<file path="src/bxr_pkg.sv">
// shared types and constants of the bounded xorshift random unit
package bxr_pkg;

	localparam int unsigned WordW = 64;
	localparam int unsigned HalfW = 32;
	localparam int unsigned AddrW = 4;

	localparam logic [WordW-1:0] SEED_ZERO_SUB = 64'hA5A5A5A5A5A5A5A5;
	localparam logic [WordW-1:0] SM_GAMMA      = 64'h9E3779B97F4A7C15;
	localparam logic [WordW-1:0] SM_MUL1       = 64'hBF58476D1CE4E5B9;
	localparam logic [WordW-1:0] SM_MUL2       = 64'h94D049BB133111EB;
	localparam logic [WordW-1:0] XS_MUL        = 64'h2545F4914F6CDD1D;
	localparam logic [WordW-1:0] ALL_ONES      = 64'hFFFFFFFFFFFFFFFF;

	// register index taken from the byte address
	localparam logic REG_SEED = 1'b0;

	// one classified request waiting for the back end
	typedef struct packed {
		logic [WordW-1:0] bound;
		logic             zero;
	} req_t;

	// operand request to a shared arithmetic unit
	typedef struct packed {
		logic             start;
		logic [WordW-1:0] a;
		logic [WordW-1:0] b;
	} op_req_t;

	// result of a shared arithmetic unit
	typedef struct packed {
		logic             done;
		logic [WordW-1:0] res;
	} op_rsp_t;

endpackage

</file>
<file path="src/bxr_front.sv">
// front end: takes bound beats and classifies zero bounds
module bxr_front (
	input  logic                       clk,
	input  logic                       arst_n,
	input  logic                       in_valid,
	output logic                       in_ready,
	input  logic [bxr_pkg::WordW-1:0]  bound,
	output logic                       req_valid,
	input  logic                       req_ready,
	output bxr_pkg::req_t              req
);

	logic          full_q;
	bxr_pkg::req_t req_s1;

	assign in_ready  = !full_q || req_ready;
	assign req_valid = full_q;
	assign req       = req_s1;

	// stage register holding one classified beat
	always_ff @(posedge clk or negedge arst_n) begin
		if (!arst_n) begin
			full_q <= 1'b0;
		end else if (in_valid && in_ready) begin
			full_q <= 1'b1;
		end else if (req_ready) begin
			full_q <= 1'b0;
		end
	end

	always_ff @(posedge clk) begin
		if (in_valid && in_ready) begin
			req_s1.bound <= bound;
			req_s1.zero  <= (bound == '0);
		end
	end

endmodule

</file>
<file path="src/bxr_queue.sv">
// two-entry queue between front and back end
module bxr_queue (
	input  logic          clk,
	input  logic          arst_n,
	input  logic          push_valid,
	output logic          push_ready,
	input  bxr_pkg::req_t push_data,
	output logic          pop_valid,
	input  logic          pop_ready,
	output bxr_pkg::req_t pop_data
);

	bxr_pkg::req_t mem_q [2];
	logic          wr_ptr_q;
	logic          rd_ptr_q;
	logic [1:0]    count_q;
	logic          push;
	logic          pop;

	assign push_ready = (count_q != 2'd2);
	assign pop_valid  = (count_q != 2'd0);
	assign pop_data   = mem_q[rd_ptr_q];
	assign push       = push_valid && push_ready;
	assign pop        = pop_valid && pop_ready;

	// pointers and fill count
	always_ff @(posedge clk or negedge arst_n) begin
		if (!arst_n) begin
			wr_ptr_q <= 1'b0;
			rd_ptr_q <= 1'b0;
			count_q  <= 2'd0;
		end else begin
			if (push) begin
				wr_ptr_q <= !wr_ptr_q;
			end
			if (pop) begin
				rd_ptr_q <= !rd_ptr_q;
			end
			unique case ({push, pop})
				2'b10:   count_q <= count_q + 2'd1;
				2'b01:   count_q <= count_q - 2'd1;
				default: count_q <= count_q;
			endcase
		end
	end

	always_ff @(posedge clk) begin
		if (push) begin
			mem_q[wr_ptr_q] <= push_data;
		end
	end

endmodule

</file>
<file path="src/bxr_div.sv">
// restoring divider, one quotient bit a cycle, remainder only
module bxr_div (
	input  logic              clk,
	input  logic              arst_n,
	input  bxr_pkg::op_req_t  req,
	output bxr_pkg::op_rsp_t  rsp
);

	localparam int unsigned CntW = $clog2(bxr_pkg::WordW + 1);

	logic [bxr_pkg::WordW-1:0] dvd_q;
	logic [bxr_pkg::WordW-1:0] dvs_q;
	logic [bxr_pkg::WordW:0]   rem_q;
	logic [CntW-1:0]           cnt_q;
	logic                      busy_q;
	logic                      done_q;
	logic [bxr_pkg::WordW:0]   trial;
	logic [bxr_pkg::WordW:0]   diff;

	// shift in next dividend bit and try the subtract
	assign trial = {rem_q[bxr_pkg::WordW-1:0], dvd_q[bxr_pkg::WordW-1]};
	assign diff  = trial - {1'b0, dvs_q};

	assign rsp.done = done_q;
	assign rsp.res  = rem_q[bxr_pkg::WordW-1:0];

	always_ff @(posedge clk or negedge arst_n) begin
		if (!arst_n) begin
			busy_q <= 1'b0;
			done_q <= 1'b0;
			cnt_q  <= '0;
		end else begin
			done_q <= 1'b0;
			if (req.start) begin
				busy_q <= 1'b1;
				cnt_q  <= CntW'(bxr_pkg::WordW);
			end else if (busy_q) begin
				cnt_q <= cnt_q - CntW'(1);
				if (cnt_q == CntW'(1)) begin
					busy_q <= 1'b0;
					done_q <= 1'b1;
				end
			end
		end
	end

	always_ff @(posedge clk) begin
		if (req.start) begin
			dvd_q <= req.a;
			dvs_q <= req.b;
			rem_q <= '0;
		end else if (busy_q) begin
			dvd_q <= {dvd_q[bxr_pkg::WordW-2:0], 1'b0};
			rem_q <= diff[bxr_pkg::WordW] ? trial : diff;
		end
	end

endmodule

</file>
<file path="src/bxr_mul.sv">
// 64 by 64 multiplier, low word, from three 32 by 32 products
module bxr_mul (
	input  logic              clk,
	input  logic              arst_n,
	input  bxr_pkg::op_req_t  req,
	output bxr_pkg::op_rsp_t  rsp
);

	localparam int unsigned H = bxr_pkg::HalfW;

	logic [bxr_pkg::WordW-1:0] a_q;
	logic [bxr_pkg::WordW-1:0] b_q;
	logic [bxr_pkg::WordW-1:0] acc_q;
	logic [1:0]                step_q;
	logic                      busy_q;
	logic                      done_q;
	logic [H-1:0]              opa;
	logic [H-1:0]              opb;
	logic [bxr_pkg::WordW-1:0] prod;

	// pick the partial product of this step
	always_comb begin
		unique case (step_q)
			2'd0: begin
				opa = a_q[H-1:0];
				opb = b_q[H-1:0];
			end
			2'd1: begin
				opa = a_q[bxr_pkg::WordW-1:H];
				opb = b_q[H-1:0];
			end
			default: begin
				opa = a_q[H-1:0];
				opb = b_q[bxr_pkg::WordW-1:H];
			end
		endcase
	end

	assign prod     = {{H{1'b0}}, opa} * {{H{1'b0}}, opb};
	assign rsp.done = done_q;
	assign rsp.res  = acc_q;

	always_ff @(posedge clk or negedge arst_n) begin
		if (!arst_n) begin
			busy_q <= 1'b0;
			done_q <= 1'b0;
			step_q <= 2'd0;
		end else begin
			done_q <= 1'b0;
			if (req.start) begin
				busy_q <= 1'b1;
				step_q <= 2'd0;
			end else if (busy_q) begin
				step_q <= step_q + 2'd1;
				if (step_q == 2'd2) begin
					busy_q <= 1'b0;
					done_q <= 1'b1;
				end
			end
		end
	end

	// cross terms only reach the upper half of the low word
	always_ff @(posedge clk) begin
		if (req.start) begin
			a_q <= req.a;
			b_q <= req.b;
		end else if (busy_q) begin
			if (step_q == 2'd0) begin
				acc_q <= prod;
			end else begin
				acc_q <= {acc_q[bxr_pkg::WordW-1:H] + prod[H-1:0], acc_q[H-1:0]};
			end
		end
	end

endmodule

</file>
<file path="src/bxr_back.sv">
// back end: seeding, generator, rejection loop and reduction
module bxr_back (
	input  logic                       clk,
	input  logic                       arst_n,
	input  logic [bxr_pkg::WordW-1:0]  seed,
	input  logic                       seed_wr,
	input  logic                       req_valid,
	output logic                       req_ready,
	input  bxr_pkg::req_t              req,
	output logic                       out_valid,
	input  logic                       out_ready,
	output logic [bxr_pkg::WordW-1:0]  value,
	output logic                       bad_bound
);

	typedef enum logic [3:0] {
		S_SEED0, S_SEED1, S_SEED2, S_IDLE, S_REM, S_ADV, S_XMUL, S_MOD, S_OUT
	} state_t;

	state_t                    state_q;
	logic [bxr_pkg::WordW-1:0] gen_q;
	logic [bxr_pkg::WordW-1:0] n_q;
	logic [bxr_pkg::WordW-1:0] rem_q;
	logic [bxr_pkg::WordW-1:0] value_q;
	logic                      bad_q;
	logic                      valid_q;
	logic                      reseed_q;
	bxr_pkg::op_req_t          mul_req_q;
	bxr_pkg::op_req_t          div_req_q;
	bxr_pkg::op_rsp_t          mul_rsp;
	bxr_pkg::op_rsp_t          div_rsp;
	logic [bxr_pkg::WordW-1:0] z0;
	logic [bxr_pkg::WordW-1:0] x1;
	logic [bxr_pkg::WordW-1:0] x2;
	logic [bxr_pkg::WordW-1:0] x3;
	logic [bxr_pkg::WordW-1:0] v;
	logic [bxr_pkg::WordW-1:0] rem1;

	bxr_mul u_mul (.clk(clk), .arst_n(arst_n), .req(mul_req_q), .rsp(mul_rsp));
	bxr_div u_div (.clk(clk), .arst_n(arst_n), .req(div_req_q), .rsp(div_rsp));

	// seed mixing and xorshift steps
	assign z0   = seed + bxr_pkg::SM_GAMMA;
	assign v    = mul_rsp.res ^ (mul_rsp.res >> 31);
	assign x1   = gen_q ^ (gen_q >> 12);
	assign x2   = x1 ^ (x1 << 25);
	assign x3   = x2 ^ (x2 >> 27);
	assign rem1 = div_rsp.res + bxr_pkg::WordW'(1);

	assign req_ready = (state_q == S_IDLE) && !seed_wr && !reseed_q;
	assign out_valid = valid_q;
	assign value     = value_q;
	assign bad_bound = bad_q;

	// sequencer
	always_ff @(posedge clk or negedge arst_n) begin
		if (!arst_n) begin
			state_q         <= S_SEED0;
			valid_q         <= 1'b0;
			reseed_q        <= 1'b0;
			mul_req_q.start <= 1'b0;
			div_req_q.start <= 1'b0;
		end else begin
			mul_req_q.start <= 1'b0;
			div_req_q.start <= 1'b0;
			// a seed write while busy reseeds once back in idle
			if (seed_wr && state_q != S_IDLE) begin
				reseed_q <= 1'b1;
			end else if (state_q == S_IDLE) begin
				reseed_q <= 1'b0;
			end
			unique case (state_q)
				S_SEED0: begin
					mul_req_q <= '{start: 1'b1, a: z0 ^ (z0 >> 30), b: bxr_pkg::SM_MUL1};
					state_q   <= S_SEED1;
				end
				S_SEED1: begin
					if (mul_rsp.done) begin
						mul_req_q <= '{start: 1'b1, a: mul_rsp.res ^ (mul_rsp.res >> 27),
							b: bxr_pkg::SM_MUL2};
						state_q   <= S_SEED2;
					end
				end
				S_SEED2: begin
					if (mul_rsp.done) begin
						gen_q   <= (v == '0) ? bxr_pkg::SEED_ZERO_SUB : v;
						state_q <= S_IDLE;
					end
				end
				S_IDLE: begin
					priority if (seed_wr || reseed_q) begin
						state_q <= S_SEED0;
					end else if (req_valid) begin
						n_q <= req.bound;
						if (req.zero) begin
							value_q <= '0;
							bad_q   <= 1'b1;
							valid_q <= 1'b1;
							state_q <= S_OUT;
						end else begin
							div_req_q <= '{start: 1'b1, a: bxr_pkg::ALL_ONES, b: req.bound};
							state_q   <= S_REM;
						end
					end
				end
				S_REM: begin
					// (2^64 - 1) mod n plus one, wrapped at n
					if (div_rsp.done) begin
						rem_q   <= (rem1 == n_q) ? '0 : rem1;
						state_q <= S_ADV;
					end
				end
				S_ADV: begin
					gen_q     <= x3;
					mul_req_q <= '{start: 1'b1, a: x3, b: bxr_pkg::XS_MUL};
					state_q   <= S_XMUL;
				end
				S_XMUL: begin
					// accept below 2^64 - rem, else draw again
					if (mul_rsp.done) begin
						if (rem_q == '0 || mul_rsp.res < (~rem_q + bxr_pkg::WordW'(1))) begin
							div_req_q <= '{start: 1'b1, a: mul_rsp.res, b: n_q};
							state_q   <= S_MOD;
						end else begin
							state_q <= S_ADV;
						end
					end
				end
				S_MOD: begin
					if (div_rsp.done) begin
						value_q <= div_rsp.res;
						bad_q   <= 1'b0;
						valid_q <= 1'b1;
						state_q <= S_OUT;
					end
				end
				S_OUT: begin
					if (out_ready) begin
						valid_q <= 1'b0;
						state_q <= S_IDLE;
					end
				end
				default: state_q <= S_IDLE;
			endcase
		end
	end

endmodule

</file>
<file path="src/bounded_xorshift_random_unit.sv">
// top level: seed register port, front end, queue and back end
// zero bounds skip the divider; other bounds take two divides on the serial divider and one
// draw on the multiplier, plus one more draw per rejection; the back end takes one beat at a time
// reset: asynchronous, clears control; the generator is then seeded from seed 0,
// and a seed write reseeds it while bound beats wait
module bounded_xorshift_random_unit (
	input  logic                        clk,
	input  logic                        arst_n,
	input  logic                        psel,
	input  logic                        penable,
	input  logic                        pwrite,
	input  logic [bxr_pkg::AddrW-1:0]   paddr,
	input  logic [bxr_pkg::WordW-1:0]   pwdata,
	output logic [bxr_pkg::WordW-1:0]   prdata,
	output logic                        pready,
	input  logic                        in_valid,
	output logic                        in_ready,
	input  logic [bxr_pkg::WordW-1:0]   bound,
	output logic                        out_valid,
	input  logic                        out_ready,
	output logic [bxr_pkg::WordW-1:0]   value,
	output logic                        bad_bound
);

	logic [bxr_pkg::WordW-1:0] seed_q;
	logic                      seed_wr;
	logic                      fr_valid;
	logic                      fr_ready;
	bxr_pkg::req_t             fr_req;
	logic                      bk_valid;
	logic                      bk_ready;
	bxr_pkg::req_t             bk_req;

	// register port
	assign pready  = 1'b1;
	assign seed_wr = psel && penable && pwrite && (paddr[3] == bxr_pkg::REG_SEED);
	assign prdata  = (paddr[3] == bxr_pkg::REG_SEED) ? seed_q : '0;

	always_ff @(posedge clk or negedge arst_n) begin
		if (!arst_n) begin
			seed_q <= '0;
		end else if (seed_wr) begin
			seed_q <= pwdata;
		end
	end

	bxr_front u_front (
		.clk(clk), .arst_n(arst_n), .in_valid(in_valid), .in_ready(in_ready),
		.bound(bound), .req_valid(fr_valid), .req_ready(fr_ready), .req(fr_req)
	);

	bxr_queue u_queue (
		.clk(clk), .arst_n(arst_n), .push_valid(fr_valid), .push_ready(fr_ready),
		.push_data(fr_req), .pop_valid(bk_valid), .pop_ready(bk_ready), .pop_data(bk_req)
	);

	bxr_back u_back (
		.clk(clk), .arst_n(arst_n), .seed(seed_q), .seed_wr(seed_wr),
		.req_valid(bk_valid), .req_ready(bk_ready), .req(bk_req),
		.out_valid(out_valid), .out_ready(out_ready), .value(value), .bad_bound(bad_bound)
	);

endmodule

</file>
<file path="config.mk">
export PLATFORM = sky130hd
export DESIGN_NAME = bounded_xorshift_random_unit
export DESIGN_NICKNAME = d
export VERILOG_FILES = /design/src/bxr_pkg.sv /design/src/bxr_front.sv /design/src/bxr_queue.sv /design/src/bxr_div.sv /design/src/bxr_mul.sv /design/src/bxr_back.sv /design/src/bounded_xorshift_random_unit.sv
export SDC_FILE = /design/constraint.sdc
export NUM_CORES = 2
export LEC_CHECK = 0
export BUFFER_PORTS_ARGS = -buffer_cell sky130_fd_sc_hd__buf_2
export CAP_MARGIN = 20
export CORE_MARGIN = 2
export CORE_UTILIZATION = 45
export CTS_BUF_LIST = sky130_fd_sc_hd__clkbuf_16
export DETAILED_ROUTE_END_ITERATION = 8
export PLACE_DENSITY = 0.72
export SYNTH_ARGS = -nofsm -noshare
export SYNTH_HDL_FRONTEND = slang
export SYNTH_HIERARCHICAL = 1
export SYNTH_SLANG_ARGS = --single-unit
export TNS_END_PERCENT = 30
</file>
<file path="constraint.sdc">
create_clock -name clk -period 12.4 [get_ports clk]
set_clock_uncertainty 0.1 [all_clocks]
set_input_delay 1.86 -clock clk [delete_from_list [all_inputs] [get_ports clk]]
set_output_delay 1.86 -clock clk [all_outputs]
set_load 0.005 [all_outputs]
</file>
==> flow_summary.yaml <==
clocking:
  cts_tree: "built"
  htreeDepth: 3
  clk_latency_ps: 790
  clock_sinks: 1125
  cts_root_buffer: "clkbuf_16"
  hold_buffers: 0
  clockBufferDepth: 3
  cts_inserted_buffers: 111
  cts_resized: 0
  cts_setup_buffers: 0
  clkTransAtPathRegs_ps: 70
layout:
  fillCellCount: 17700
  drive_above_1_share_pct: 11.4
  layout_commonest_cell: "nand2_1"
  layout.nets: 10200
  final_cell_mix: "nand2_1, inv_1, edfxtp_1, fa_1, nor2_1"
  syn_to_final_growth_pct: 8.87
  final_util_pct: 49.4
yosys:
  syn_area_sq_um: 90800
  synth_top_area_share_pct: 32.1
  synth_cell_types: 131
  synthFlopType: "edfxtp_1"
  synth_seq_cells: 1125
  netlist_top_cells_area: "edfxtp_1, fa_1, ha_1"
  yosysWarningCount: 6
  ys_seq_area_share_pct: 36.0
  synth_edf_count: 971
  avgSynthCellArea_sq_um: 10.6
  async_flop_share_pct: 8.00
  synth_top_cell_by_area: "edfxtp_1"
  synthCells: 8581
detailed_routing:
  dr.pass1.iters: 6
  vias_per_cell: 5.84
  post_drt_wl_per_cell_um: 25.4
  wl_um: 291000
  dr.first_iter.drc_count: 7323
  detail-route-antenna-nets: 0
  drc: 0
  via_count: 66900
sta:
  slew_violations: 0
  final.period_utilization_pct: 89.0
  rsz0062_at_grt: "false"
  setup_tns_ps: 0
  finalSetupViolations: 0
  period_needed_ps: 11030
  hold_viol: 0
  fmax_ghz: 0.0906
  slew_headroom_pct: 20.7
  max_slew.worst_pin.slew_ps: 1160
flow_run:
  drv_cap: 0
global_routing:
  grt_pass1_vias: 67800
  antenna_found_initial: 6
  grt_max_degree: 93
  grt_pass1_wl_um: 433000
  grtUsageTotal_pct: 28.2
  grt-ovfl-total: 0
placement:
  placement.io_buffers: 266
  gp_congestion: 1.01
  dp_hpwl_um: 221000
worst_setup_path:
  cp_slowest_cell: "mux2i_2"
  cpPeakStageDelay_ps: 890
  cp-startpoint: "u_back/u_mul/step_q[1]"
  reg2reg_from: "u_back/u_mul/step_q[1]"
  cp-start-kind: "flop"
  critPathKind: "flop to flop"
  cpMostUsedCell: "fa_1"
  cp-end-kind: "flop"
  crit_fanout: 44
  worstPathArrival_ps: 11470
  cp.required_ps: 12840
floorplanning:
  dieArea_sq_um: 205000
  initial_core_util_pct: 45.4
  core.rowCount: 164
  die_w_um: 453
  die_h_um: 453
  ios: 271
  core_area_sq_um: 200000
hold_path:
  hp-class: "flop to flop"
  hp-start: "u_back/mul_req_q[78]"
outcome:
  status: "completed"
-- path summary, 6_finish.rpt --
path / endpoint / slack, ps / cells past startpoint
max in group asynchronous: u_back/div_req_q[128] / 9810 / 2
max reg2reg: u_back/u_mul/acc_q[63] / 1370 / 33
min reg2reg: u_back/u_mul/a_q[14] / 300 / 0
min: u_back/u_mul/a_q[14] / 300 / 0
min in group asynchronous: u_back/state_q[2] / 1090 / 1
max: u_back/u_mul/acc_q[63] / 1370 / 33
-- worst max-delay path, delay by kind of cell (launching register included) --
kind	cells	cell delay, ps
xor gates and xnor gates	2	550
muxes	1	890
adders and majority gates	11	5370
AOI/OAI and AO/OA	7	1350
buffers and inverters	6	930
and+or+nand+nor	6	1090
DFF	1	410
-- cells in the mapped netlist, drive strengths merged (123+ instances only) --
library cell and instances:
inv 1002, xor2 238, a21oi 306, nand2 1097
mux2i 123, o21ai 320, clkbuf 337, edfxtp 971
nor2 718, xnor2 377, ha 431, mux2 256
fa 898
-- stage by stage --
stage | hold slack, ps | instances | instance area (sq um) | setup WS [ps]
3_5_place_dp | 305 | 11200 | 94900 | 1610
3_3_place_gp | 302 | 11200 | 94900 | 1740
4_1_cts | 307 | 11400 | 98700 | 1560
6_report | 301 | 11500 | 98800 | 1370
5_1_grt | 311 | 11500 | 98800 | 969
2_1_floorplan | 300 | 8587 | 90800 | 998
-- registers in the layout (all words and copies together), names as in the netlist, 2 cells and up --
register	count
u_back/u_div/rem_q	64
u_back/state_q	4
u_back/u_mul/b_q	64
u_back/n_q	64
u_back/u_div/dvd_q	64
u_back/value	64
u_back/div_req_q	129
seed_q	64
u_queue/mem_q	130
u_back/gen_q	64
u_back/u_mul/a_q	64
u_back/u_mul/acc_q	64
u_back/u_div/cnt_q	7
u_front/req	65
u_back/mul_req_q	72
u_back/u_div/dvs_q	64
u_back/u_mul/step_q	2
u_back/rem_q	64
u_queue/count_q	2
-- per-layer routing --
metal  share of wire [%]  wire length [um]  global-route usage, %
met5                   0                 0                      0
met4                 5.8             16900                   14.7
met3                  10             30000                   6.55
met2                  46            133000                   44.1
met1                  38            112000                   36.7
-- kinds of logic (layout without fill, tap and decap cells) --
kind of cell	after synthesis	after routing	share of synthesized area, %
AOI/OAI and AO/OA	1145	1145	8.21
xor gates and xnor gates	625	625	6.20
adders and majority gates	1329	1329	25.8
buffers and inverters	1442	1652	6.41
DFF	1125	1125	36.0
muxes	379	379	4.90
other	2	12	0.00828
and+or+nand+nor	2534	2534	12.5
-- layout make-up --
cell class / instances / area [sq um] / area share, %
Sequential cell: 1125 / 32700 / 33.1
Antenna cell: 4 / 10.0 / 0.0101
Clock inverter: 97 / 1060 / 1.08
Timing Repair Buffer: 440 / 2660 / 2.70
Tap cell: 2656 / 3320 / 3.36
Multi-Input combinational cell: 6020 / 52500 / 53.1
Inverter: 1003 / 3760 / 3.81
Clock buffer: 112 / 2800 / 2.84
Power is left out: the tool's default activity adds up to more than one toggle a clock period on the data nets, which glitch-free logic cannot reach.
